`src/rtl/core/tmw_pkg.sv`:
```
// tmw_pkg: shared types and constants of the tcp option mss walker
// used by tmw_step, tcp_option_mss_walker_core and tmw_checker
// no dependencies
`default_nettype none

package tmw_pkg;

  // parse phase, one-hot
  typedef enum logic [5:0] {
    PH_KIND   = 6'b000001,
    PH_LEN    = 6'b000010,
    PH_MSS_HI = 6'b000100,
    PH_MSS_LO = 6'b001000,
    PH_SKIP   = 6'b010000,
    PH_STOP   = 6'b100000
  } phase_e;

  // option kinds
  localparam logic [7:0] KIND_END    = 8'd0;
  localparam logic [7:0] KIND_NOP    = 8'd1;
  localparam logic [7:0] KIND_MSS    = 8'd2;
  localparam logic [7:0] KIND_WSCALE = 8'd3;
  localparam logic [7:0] KIND_SACKOK = 8'd4;
  localparam logic [7:0] KIND_TSTAMP = 8'd8;

  // fixed skip sizes
  localparam logic [7:0] WSCALE_SKIP = 8'd1;
  localparam logic [7:0] TSTAMP_SKIP = 8'd8;
  localparam logic [7:0] OPT_HDR_LEN = 8'd2;

  // walk status codes
  localparam logic [1:0] STATUS_WALK = 2'd0;
  localparam logic [1:0] STATUS_END  = 2'd1;
  localparam logic [1:0] STATUS_BAD  = 2'd2;

  // register index (byte address bit 2)
  localparam logic REG_NEW_MSS = 1'b0;
  localparam logic REG_REWRITE = 1'b1;

  localparam logic [15:0] NEW_MSS_RESET = 16'd1460;
  localparam logic [5:0]  POS_MAX       = 6'd63;

  // walk state carried from byte to byte
  typedef struct packed {
    logic [5:0]  pos;
    phase_e      phase;
    logic [7:0]  kind;
    logic [7:0]  skip;
    logic [15:0] mss;
    logic        mss_flag;
    logic [1:0]  status;
  } walk_state_t;

  localparam walk_state_t WALK_RESET = '{
    pos:      6'd0,
    phase:    PH_KIND,
    kind:     8'd0,
    skip:     8'd0,
    mss:      16'd0,
    mss_flag: 1'b0,
    status:   STATUS_WALK
  };

  // one result item
  typedef struct packed {
    logic [7:0]  byte_out;
    logic        mss_found;
    logic [15:0] mss_seen;
    logic [1:0]  walk_status;
    logic        last_out;
  } result_t;

endpackage

`default_nettype wire

```
`src/rtl/core/tcp_option_mss_walker_core.sv`:
```
// tcp_option_mss_walker_core: tcp option walker with mss report and rewrite
// an accepted byte passes the input register, then the result register, before result valid
// throughput: one byte per cycle unless out_ready stalls, set by the combinational tmw_step
// in_ready follows out_ready through the advance term, a full pipe stalls its input
// reset: async active low, clears the walk state, new_mss to 1460, rewrite off
// depends on tmw_pkg and tmw_step
`default_nettype none

module tcp_option_mss_walker_core (
  input  logic        clk_i,
  input  logic        rst_ni,
  // input channel
  input  logic        in_valid_i,
  output logic        in_ready_o,
  input  logic [7:0]  opt_byte_i,
  input  logic [5:0]  area_len_i,
  input  logic        last_in_i,
  // output channel
  output logic        out_valid_o,
  input  logic        out_ready_i,
  output logic [7:0]  byte_out_o,
  output logic        mss_found_o,
  output logic [15:0] mss_seen_o,
  output logic [1:0]  walk_status_o,
  output logic        last_out_o,
  // configuration port
  input  logic        psel,
  input  logic        penable,
  input  logic        pwrite,
  input  logic [2:0]  paddr,
  input  logic [31:0] pwdata,
  output logic [31:0] prdata,
  output logic        pready
);

  logic        s1_valid_q, s1_valid_d;
  logic [7:0]  s1_byte_q;
  logic [5:0]  s1_alen_q;
  logic        s1_last_q;
  logic        out_valid_q, out_valid_d;
  logic        advance;
  logic        in_req;
  logic        cfg_wr;
  logic [15:0] new_mss_q;
  logic        rewrite_q;

  tmw_pkg::walk_state_t state_q, state_d;
  tmw_pkg::result_t     result_d, result_q;

  // handshake and pipeline advance
  assign in_req     = in_valid_i & in_ready_o;
  assign advance    = s1_valid_q & (~out_valid_q | out_ready_i);
  assign in_ready_o = ~s1_valid_q | advance;

  always_comb begin
    s1_valid_d = s1_valid_q;
    if (in_req) s1_valid_d = 1'b1;
    else if (advance) s1_valid_d = 1'b0;
    out_valid_d = out_valid_q;
    if (advance) out_valid_d = 1'b1;
    else if (out_ready_i) out_valid_d = 1'b0;
  end

  // control registers
  always_ff @(posedge clk_i or negedge rst_ni) begin
    if (!rst_ni) begin
      s1_valid_q  <= 1'b0;
      out_valid_q <= 1'b0;
      state_q     <= tmw_pkg::WALK_RESET;
    end else begin
      s1_valid_q  <= s1_valid_d;
      out_valid_q <= out_valid_d;
      if (advance) state_q <= state_d;
    end
  end

  // input register payload
  always_ff @(posedge clk_i) begin
    if (in_req) begin
      s1_byte_q <= opt_byte_i;
      s1_alen_q <= area_len_i;
      s1_last_q <= last_in_i;
    end
  end

  // walk update
  tmw_step u_step (
    .state_i    (state_q),
    .opt_byte_i (s1_byte_q),
    .area_len_i (s1_alen_q),
    .last_in_i  (s1_last_q),
    .new_mss_i  (new_mss_q),
    .rewrite_i  (rewrite_q),
    .state_o    (state_d),
    .result_o   (result_d)
  );

  // result register payload
  always_ff @(posedge clk_i) begin
    if (advance) result_q <= result_d;
  end

  assign out_valid_o   = out_valid_q;
  assign byte_out_o    = result_q.byte_out;
  assign mss_found_o   = result_q.mss_found;
  assign mss_seen_o    = result_q.mss_seen;
  assign walk_status_o = result_q.walk_status;
  assign last_out_o    = result_q.last_out;

  // configuration registers
  assign pready = 1'b1;
  assign cfg_wr = psel & penable & pwrite & pready;

  always_ff @(posedge clk_i or negedge rst_ni) begin
    if (!rst_ni) begin
      new_mss_q <= tmw_pkg::NEW_MSS_RESET;
      rewrite_q <= 1'b0;
    end else if (cfg_wr) begin
      unique case (paddr[2])
        tmw_pkg::REG_NEW_MSS: new_mss_q <= pwdata[15:0];
        tmw_pkg::REG_REWRITE: rewrite_q <= pwdata[0];
        default: ;
      endcase
    end
  end

  // register read back, low address bits ignored
  always_comb begin
    unique case (paddr[2])
      tmw_pkg::REG_NEW_MSS: prdata = {16'd0, new_mss_q};
      tmw_pkg::REG_REWRITE: prdata = {31'd0, rewrite_q};
      default:              prdata = 32'd0;
    endcase
  end

endmodule

`default_nettype wire

```
`src/rtl/core/tmw_step.sv`:
```
// tmw_step: next walk state and result for one option byte
// depends on tmw_pkg
`default_nettype none

module tmw_step (
  input  tmw_pkg::walk_state_t state_i,
  input  logic [7:0]           opt_byte_i,
  input  logic [5:0]           area_len_i,
  input  logic                 last_in_i,
  input  logic [15:0]          new_mss_i,
  input  logic                 rewrite_i,
  output tmw_pkg::walk_state_t state_o,
  output tmw_pkg::result_t     result_o
);

  tmw_pkg::walk_state_t nxt;
  logic [7:0] bout;
  logic       active;
  logic [8:0] ext_end;
  logic [8:0] ext_lim;
  logic [7:0] skip_dec;
  logic [7:0] skip_len;

  // option extent and skip arithmetic
  assign active   = (state_i.phase != tmw_pkg::PH_STOP) && (state_i.pos < area_len_i);
  assign ext_end  = {3'b000, state_i.pos} + {1'b0, opt_byte_i};
  assign ext_lim  = {3'b000, area_len_i} + 9'd1;
  assign skip_dec = (state_i.skip != 8'd0) ? state_i.skip - 8'd1 : state_i.skip;
  assign skip_len = opt_byte_i - tmw_pkg::OPT_HDR_LEN;

  // phase update
  always_comb begin
    nxt  = state_i;
    bout = opt_byte_i;
    if (active) begin
      unique case (state_i.phase)
        tmw_pkg::PH_LEN: begin
          if (ext_end > ext_lim) begin
            nxt.status = tmw_pkg::STATUS_BAD;
            nxt.phase  = tmw_pkg::PH_STOP;
          end else if (state_i.kind == tmw_pkg::KIND_MSS) begin
            nxt.phase = tmw_pkg::PH_MSS_HI;
          end else if (state_i.kind == tmw_pkg::KIND_WSCALE) begin
            nxt.skip  = tmw_pkg::WSCALE_SKIP;
            nxt.phase = tmw_pkg::PH_SKIP;
          end else if (state_i.kind == tmw_pkg::KIND_SACKOK) begin
            nxt.phase = tmw_pkg::PH_KIND;
          end else if (state_i.kind == tmw_pkg::KIND_TSTAMP) begin
            nxt.skip  = tmw_pkg::TSTAMP_SKIP;
            nxt.phase = tmw_pkg::PH_SKIP;
          end else if (opt_byte_i < tmw_pkg::OPT_HDR_LEN) begin
            nxt.status = tmw_pkg::STATUS_BAD;
            nxt.phase  = tmw_pkg::PH_STOP;
          end else begin
            nxt.skip  = skip_len;
            nxt.phase = (skip_len != 8'd0) ? tmw_pkg::PH_SKIP : tmw_pkg::PH_KIND;
          end
        end
        tmw_pkg::PH_MSS_HI: begin
          nxt.skip  = opt_byte_i;
          nxt.phase = tmw_pkg::PH_MSS_LO;
          if (rewrite_i) bout = new_mss_i[15:8];
        end
        tmw_pkg::PH_MSS_LO: begin
          nxt.mss      = {state_i.skip, opt_byte_i};
          nxt.mss_flag = 1'b1;
          nxt.skip     = 8'd0;
          nxt.phase    = tmw_pkg::PH_KIND;
          if (rewrite_i) bout = new_mss_i[7:0];
        end
        tmw_pkg::PH_SKIP: begin
          nxt.skip = skip_dec;
          if (skip_dec == 8'd0) nxt.phase = tmw_pkg::PH_KIND;
        end
        default: begin
          if (opt_byte_i == tmw_pkg::KIND_END) begin
            nxt.status = tmw_pkg::STATUS_END;
            nxt.phase  = tmw_pkg::PH_STOP;
          end else if (opt_byte_i != tmw_pkg::KIND_NOP) begin
            nxt.kind  = opt_byte_i;
            nxt.phase = tmw_pkg::PH_LEN;
          end else begin
            nxt.phase = tmw_pkg::PH_KIND;
          end
        end
      endcase
    end
  end

  // result reflects the state after this byte
  assign result_o.byte_out    = bout;
  assign result_o.mss_found   = nxt.mss_flag;
  assign result_o.mss_seen    = nxt.mss;
  assign result_o.walk_status = nxt.status;
  assign result_o.last_out    = last_in_i;

  // position count and area end clear
  always_comb begin
    state_o = nxt;
    if (state_i.pos != tmw_pkg::POS_MAX) state_o.pos = state_i.pos + 6'd1;
    if (last_in_i) state_o = tmw_pkg::WALK_RESET;
  end

endmodule

`default_nettype wire

```
`config.mk`:
```
export PLATFORM = sky130hd
export DESIGN_NAME = tcp_option_mss_walker_core
export DESIGN_NICKNAME = d
export VERILOG_FILES = /design/src/rtl/core/tmw_pkg.sv /design/src/rtl/core/tcp_option_mss_walker_core.sv /design/src/rtl/core/tmw_step.sv
export SDC_FILE = /design/constraint.sdc
export NUM_CORES = 1
export LEC_CHECK = 0
export ABC_AREA = 1
export CAP_MARGIN = 10
export CORE_MARGIN = 2
export CORE_UTILIZATION = 35
export DETAILED_ROUTE_END_ITERATION = 10
export DONT_BUFFER_PORTS = 1
export PLACE_DENSITY_LB_ADDON = 0.05
export SYNTH_ARGS = -nofsm -noshare
export SYNTH_HDL_FRONTEND = slang
export SYNTH_HIERARCHICAL = 1
export SYNTH_SLANG_ARGS = --single-unit
```
`constraint.sdc`:
```
create_clock -name clk_i -period 4.05 [get_ports clk_i]
set_clock_uncertainty 0.05 [all_clocks]
set_input_delay 1.215 -clock clk_i [delete_from_list [all_inputs] [get_ports clk_i]]
set_output_delay 1.215 -clock clk_i [all_outputs]
set_load 0.01 [all_outputs]
```
==> results of run 1 <==
==> cell type report <==
cell class / instances / share of cell area
Inverter: 88 / 0.04409
Clock buffer: 9 / 0.02962
Clock inverter: 7 / 0.01004
Tap cell: 270 / 0.04442
Timing Repair Buffer: 6 / 0.009214
Multi-Input combinational cell: 719 / 0.4745
Sequential cell: 109 / 0.3881
==> power by group through the flow <==
stage	registers, mW	logic [mW]	clock network, mW
floorplan	1.48	1.19	0
global placement	1.55	1.44	0
detailed placement	1.55	1.45	0
CTS	1.53	1.45	0.953
global route	1.55	1.67	0.989
finish	1.52	1.45	0.916
==> layout by cell type, fill, tap and decap left out, types with 2 or more instances in the layout <==
cell / synthesis / final
nand4_1: 11 / 11
buf_12: 0 / 2
edfxtp_1: 43 / 43
nand3_2: 4 / 4
o211ai_1: 5 / 5
clkbuf_16: 0 / 9
xor2_1: 14 / 14
o22ai_1: 8 / 8
or2_1: 2 / 2
a22oi_1: 3 / 3
nand3_1: 62 / 62
o21ai_1: 2 / 2
nand2_4: 4 / 4
dfstp_2: 7 / 7
nor2_4: 4 / 5
nand3b_1: 2 / 2
inv_8: 0 / 3
inv_4: 2 / 2
nor2_8: 2 / 2
nand2_1: 354 / 354
dfrtp_1: 59 / 59
inv_2: 12 / 12
nand2_2: 3 / 3
nor2_1: 82 / 82
a211oi_2: 9 / 9
o21ai_0: 24 / 24
a21oi_2: 4 / 3
nor3_1: 5 / 5
clkinv_4: 0 / 3
a21oi_1: 50 / 50
inv_1: 73 / 73
a211oi_1: 8 / 8
o21ai_2: 3 / 3
ha_1: 23 / 23
nor2_2: 5 / 4
buf_4: 27 / 4
conb_1: 2 / 17
==> final timing paths <==
check | start | to | slack [ns] | cells past startpoint
min in group asynchronous | rst_ni | state_q[8] | 0.49 | 0
max reg2reg | state_q[41] | walk_status_o[0] | 0.68 | 19
min reg2reg | new_mss_q[5] | new_mss_q[5] | 0.43 | 2
min | new_mss_q[5] | new_mss_q[5] | 0.43 | 2
max | state_q[41] | walk_status_o[0] | 0.68 | 19
max in group asynchronous | rst_ni | new_mss_q[2] | 3.26 | 0
==> cell families after synthesis <==
family | share of synthesized area
DFF | 0.4113
xor gates and xnor gates | 0.01831
AOI/OAI and AO/OA | 0.1031
and+or+nand+nor | 0.3280
buffers and inverters | 0.09538
other | 0.001047
adders and majority gates | 0.04290
==> sequential cells by signal, summed over array words and instances, names as in the netlist <==
| name | count |
|---|---|
| mss_found_o | 1 |
| s1_valid_q | 1 |
| state_q | 47 |
| s1_alen_q | 6 |
| rewrite_q | 1 |
| new_mss_q | 16 |
| byte_out_o | 8 |
| out_valid_o | 1 |
| last_out_o | 1 |
| s1_byte_q | 8 |
| s1_last_q | 1 |
| mss_seen_o | 16 |
| walk_status_o | 2 |
==> worst min-delay path: stages (launching register included) <==
cell	delay (ns)
dfstp_2	0.38
nand2_1	0.06
nand2_1	0.04
==> metrics by stage <==
step / cell area (sq um) / setup WS [ns] / power (mW) / hold WS (ns)
floorplan: 7232 / 1.017 / 2.669 / 0.3912
global placement: 7303 / 0.6738 / 2.995 / 0.4137
detailed placement: 7303 / 0.6722 / 2.997 / 0.4145
CTS: 7605 / 0.6554 / 3.935 / 0.4299
global route: 7605 / 0.3887 / 4.209 / 0.4512
finish: 7605 / 0.6803 / 3.891 / 0.4260
==> layer usage <==
| layer | vias to the layer above | track usage |
|---|---|---|
| li1 | 3022 | - |
| met2 | 126 | 0.2981 |
| met3 | 16 | 0.03043 |
| met5 | - | 0 |
| met4 | 0 | 0.04135 |
| met1 | 2784 | 0.2658 |
==> flow_metrics.env, run 1 <==
export IMPL_core_area_sq_um=20170
export IMPL_fin_util=0.3770
export IMPL_ir_drop_v=0.0001814
export IMPL_ios=120
export IMPL_hold_buffers=0
export IMPL_drive_gt1_frac=0.09062
export IMPL_synth_area_sq_um=7176
export IMPL_maxSlewViolCount=0
export IMPL_wirelength_um=19340
export IMPL_synth_top_area_frac=0.2058
export IMPL_hp_class="register to register"
export IMPL_worst_setup_path_start_kind="register"
export IMPL_cts_max_level=3
export IMPL_synthTopCellsByCount="354 x nand2_1, 82 x nor2_1, 73 x inv_1"
export IMPL_routed_via_density=4.924
export IMPL_grt_pass1_wl_um=31750
export IMPL_clock_power_share=0.235
export IMPL_dieWidth_um=147.2
export IMPL_maxCapViolations=0
export IMPL_wl_met3_um=714
export IMPL_clock_latency_ns=0.36
export IMPL_synth_seq_cells=109
export IMPL_synth_largest_area_cell="dfrtp_1"
export IMPL_worst_setup_path_end_kind="register"
export IMPL_syn_area_per_cell_sq_um=7.537
export IMPL_yosysMostFrequentCell="nand2_1"
export IMPL_worst_ep_arrival_time_ns=3.43
export IMPL_path_max_fanout=7
export IMPL_gp_congestion=0.8255
export IMPL_multi_input_comb_area_sq_um=3608
export IMPL_clockRootBuffer="clkbuf_16"
export IMPL_async_reset_ff_frac=0.6055
export IMPL_clkSinkCount=109
export IMPL_rsz0062_at_grt="false"
export IMPL_cp_slowest_cell="dfrtp_1"
export IMPL_tritoncts_num_buffers=9
export IMPL_power_internal_mw=2.244
export IMPL_dpl_hpwl_um=13500
export IMPL_fin_crit_ns=3.370
export IMPL_wl_met2_um=8787
export IMPL_area_growth_pct=5.981
export IMPL_yosysUniqueCellTypes=47
export IMPL_cts_setup_buffers=0
export IMPL_route_top_layer_used="met4"
export IMPL_p_sw_mw=1.647
export IMPL_setup_tns_ns=0
export IMPL_start_util=0.3558
export IMPL_required_ns=4.11
export IMPL_combPwrFrac=0.373
export IMPL_regArea_sq_um=2952
export IMPL_ys_seq_area_frac=0.4113
export IMPL_slowest_delay_ns=0.45
export IMPL_powerDensity_nw_per_um2=511.7
export IMPL_placed_cells=1192
export IMPL_numPortBuffers=0
export IMPL_chipHeight_um=147.2
export IMPL_drt_pass1_iterations=5
export IMPL_cts_tree="done"
export IMPL_vias=5948
export IMPL_rows=52
export IMPL_post_cts_resized=0
export IMPL_synth_top_cells_by_area="dfrtp_1 21%, nand2_1 19%, edfxtp_1 18%, nand3_1 4.3%, nor2_1 4.3%"
export IMPL_syn_inst=952
export IMPL_overflow=0
export IMPL_path_delay_family="simple AND/OR/NAND/NOR gates"
export IMPL_crit_type="register to register"
export IMPL_clock_fmax_mhz=296.8
export IMPL_slew_headroom=0.5850
export IMPL_power_frac_seq=0.391
export IMPL_worstMarginPinSlew_ns=0.6218
export IMPL_grt_start_max_net_pins=76
export IMPL_m1WireLength_um=9620
export IMPL_fillers=2177
export IMPL_fin_crit_sh=0.8320
export IMPL_num_antenna_cells=0
export IMPL_leakage_nw=3.698
export IMPL_swShare=0.4234
export IMPL_status="finished, final reports clean"
export IMPL_cp_common_cell="nand2_1"
export IMPL_post_drt_wl_per_cell_um=16.01
export IMPL_stdcell_count=1208
export IMPL_layout_nets=1014
export IMPL_hold_viol=0
export IMPL_synthFlopType="dfrtp_1"
export IMPL_track_usage=0.1862
export IMPL_clk_path_buf_depth=2
export IMPL_die_area_sq_um=21660
export IMPL_cts_clk_slew_worst_paths_ns=0.08
export IMPL_grt_pass1_vias=5718
export IMPL_crit_buf_inv=2
export IMPL_antenna_found_initial=0
export IMPL_synth_edff_count=43
export IMPL_ant_nets=0
export IMPL_setup_viol=0
export IMPL_synth_warning_count=6
export IMPL_drt_first_iter_violations=339
export IMPL_drc_errors=0
export IMPL_worstPathCellList="ha_1 -> fa_1 -> nand3_1 -> nand2_1 -> xor2_1 -> ha_1 -> nand2_1 -> nor2_1 -> nand2_1 -> nand3_1 -> nand2_1 -> nand2_1 -> nand2_1 -> nand2_4 -> inv_2 -> o21ai_2 -> nand3_2 -> nand2_1 -> inv_1"
Power figures use the tool's default switching activity.
==> run 2, diff against run 1 <==
- ABC_AREA: 1 -> 0
- clock period: 4.05 -> 3 ns (I/O delays scaled with it)
==> run 2 against run 1 <==
The flow now finishes with violations (setup timing). Hold slack got worse by 0.25 ns. Sequential share of layout area decreased by 1.3 points. Wire length decreased by 11%. Die area decreased by 4.5%. Critical path type unchanged.
==> flow_metrics.env, run 2 <==
export IMPL_clk_path_buf_depth=2
export IMPL_num_antenna_cells=0
export IMPL_worstMarginPinSlew_ns=0.6684
export IMPL_ios=120
export IMPL_synth_top_area_frac=0.2157
export IMPL_die_area_sq_um=20690
export IMPL_powerDensity_nw_per_um2=596.6
export IMPL_area_growth_pct=14.97
export IMPL_synth_area_sq_um=6844
export IMPL_gp_congestion=0.8475
export IMPL_fin_crit_sh=1.181
export IMPL_dieWidth_um=143.8
export IMPL_tritoncts_num_buffers=9
export IMPL_cts_max_level=3
export IMPL_path_max_fanout=5
export IMPL_worst_setup_path_start_kind="register"
export IMPL_ant_nets=0
export IMPL_required_ns=3.25
export IMPL_numPortBuffers=0
export IMPL_wirelength_um=17260
export IMPL_overflow=0
export IMPL_clock_latency_ns=0.36
export IMPL_worst_ep_arrival_time_ns=3.79
export IMPL_drt_first_iter_violations=271
export IMPL_hp_class="input pin to async pin"
export IMPL_hold_viol=0
export IMPL_cts_clk_slew_worst_paths_ns=0.08
export IMPL_synth_warning_count=6
export IMPL_status="finished with violations"
export IMPL_crit_type="register to register"
export IMPL_drive_gt1_frac=0.3247
export IMPL_async_reset_ff_frac=0.6055
export IMPL_synth_edff_count=43
export IMPL_start_util=0.3540
export IMPL_slew_headroom=0.5544
export IMPL_routed_via_density=5.193
export IMPL_syn_area_per_cell_sq_um=11.22
export IMPL_grt_pass1_vias=4871
export IMPL_fin_crit_ns=3.542
export IMPL_syn_inst=610
export IMPL_cts_tree="done"
export IMPL_drt_pass1_iterations=4
export IMPL_worstPathCellList="ha_2 -> fa_2 -> nand3_2 -> nand2_2 -> a21o_1 -> a21oi_2 -> xnor2_1 -> ha_1 -> a211oi_2 -> a31oi_4 -> nor3_4 -> buf_4 -> nand2_1 -> buf_4 -> a221oi_2 -> mux2_4"
export IMPL_yosysMostFrequentCell="dfrtp_1"
export IMPL_vias=4783
export IMPL_clock_fmax_mhz=282.3
export IMPL_setup_tns_ns=-6.551
export IMPL_slowest_delay_ns=0.40
export IMPL_dpl_hpwl_um=12170
export IMPL_setup_viol=16
export IMPL_layout_nets=732
export IMPL_synthFlopType="dfrtp_1"
export IMPL_rrSetupSlack_ns=-0.54
export IMPL_yosysUniqueCellTypes=73
export IMPL_mostFrequentLayoutCells="61 x buf_4, 59 x dfrtp_1, 43 x edfxtp_1, 41 x mux2_2, 40 x mux2_4"
export IMPL_chipHeight_um=143.8
export IMPL_synthTopCellsByCount="59 x dfrtp_1, 43 x edfxtp_1, 42 x mux2_2"
export IMPL_ir_drop_v=0.0002631
export IMPL_final_common_cell="buf_4"
export IMPL_setup_ws_ns=-0.5425
export IMPL_post_drt_wl_per_cell_um=18.74
export IMPL_drc_errors=0
export IMPL_synth_top_cells_by_area="dfrtp_1 22%, edfxtp_1 19%, mux2_4 8.6%, mux2_2 6.9%, ha_1 4.2%"
export IMPL_power_total_mw=4.695
export IMPL_largest_register_ffs=47
export IMPL_regMostFlops="state_q"
export IMPL_clkSinkCount=109
export IMPL_grt_start_max_net_pins=67
export IMPL_cp_slowest_cell="edfxtp_1"
export IMPL_grt_pass1_wl_um=27160
export IMPL_fin_area_sq_um=7869
export IMPL_synth_largest_area_cell="dfrtp_1"
export IMPL_worst_setup_path_end_kind="register"
export IMPL_core_area_sq_um=19330
export IMPL_fin_hold_ws_ns=0.1769
export IMPL_placed_area_sq_um=7407
export IMPL_clockRootBuffer="clkbuf_16"
export IMPL_rows=51
export IMPL_maxCapViolations=0
export IMPL_maxSlewViolCount=0
export IMPL_ys_seq_area_frac=0.4313
export IMPL_antenna_found_initial=0
export IMPL_violations="setup timing"
export IMPL_track_usage=0.1718
export IMPL_cp_common_cell="buf_4"
export IMPL_rsz0062_at_grt="true"
export IMPL_leakage_nw=3.384
export IMPL_synth_seq_cells=109
run 2: cell types whose count changed after synthesis, sizes merged, moves of 24 or more:
cell,previous run,this run
a21oi,54,20
and2,0,24
inv,87,21
mux2,0,81
nand2,361,36
nand3,66,19
nor2,93,38
run 2: cell type report:
cell class,count,area (sq um)
Fill cell,1880,11470
Multi-Input combinational cell,446,3684
Sequential cell,109,2952
Timing Repair Buffer,64,509.2
Tap cell,265,331.6
Clock buffer,9,225.2
Clock inverter,7,88.84
Inverter,21,78.83
run 2: cells by family after synthesis:
logic type	count (synthesis)	synth area share
xor gates and xnor gates	22	0.02815
muxes	82	0.1561
and+or+nand+nor	187	0.1548
other	2	0.001097
buffers and inverters	70	0.06088
AOI/OAI and AO/OA	114	0.1227
adders and majority gates	24	0.04497
DFF	109	0.4313
run 2: worst paths after layout:
path	startpoint	to	cells after the start
setup reg to reg	s1_byte_q[0]	state_q[20]	16
max in group asynchronous	rst_ni	new_mss_q[5]	0
hold reg to reg	state_q[6]	state_q[6]	1
setup / recovery	s1_byte_q[0]	state_q[20]	16
hold / removal	rst_ni	state_q[36]	0
min in group clk_i	state_q[6]	state_q[6]	1
run 2: critical path: cells and delay by family, from the launching register on:
kind / cells / cell delay (ns)
AOI/OAI and AO/OA: 5 / 1.00
muxes: 1 / 0.18
xor gates and xnor gates: 1 / 0.09
buffers and inverters: 2 / 0.34
and+or+nand+nor: 4 / 0.50
adders and majority gates: 3 / 0.91
DFF: 1 / 0.40
run 2: report_power, final:
group          internal, mW  switching (mW)  leakage, nW
sequential             1.74           0.197         1.28
clock                 0.609           0.652        0.153
combinational         0.694           0.800         1.95
run 2: metal layers:
| layer | up-vias | wire, um | part of all wire | global-route usage |
|---|---|---|---|---|
| li1 | 2283 | - | - | - |
| met1 | 2363 | 7972 | 0.46 | 0.2235 |
| met2 | 121 | 8406 | 0.49 | 0.2897 |
| met3 | 16 | 587 | 0.034 | 0.03466 |
| met4 | 0 | 295 | 0.017 | 0.04902 |
| met5 | - | 0 | 0 | 0 |
run 2: what timing repair did:
| action | in CTS | in global routing |
|---|---|---|
| endpoints found under the setup margin | 16 | 24 |
| hold buffers | 0 | 0 |
| resized for setup | 9 | 14 |
| setup buffers | 5 | 2 |
| pin swaps | 6 | 3 |
run 2: per-stage QoR:
stage,std cells,util,worst slack [ns]
final,921,0.4070,-0.5425
after CTS,919,0.4029,-0.4812
after global placement,899,0.3831,-0.4832
after floorplan,625,-,-0.2766
after detailed placement,899,0.3831,-0.5274
after global routing,921,0.4070,-0.6879
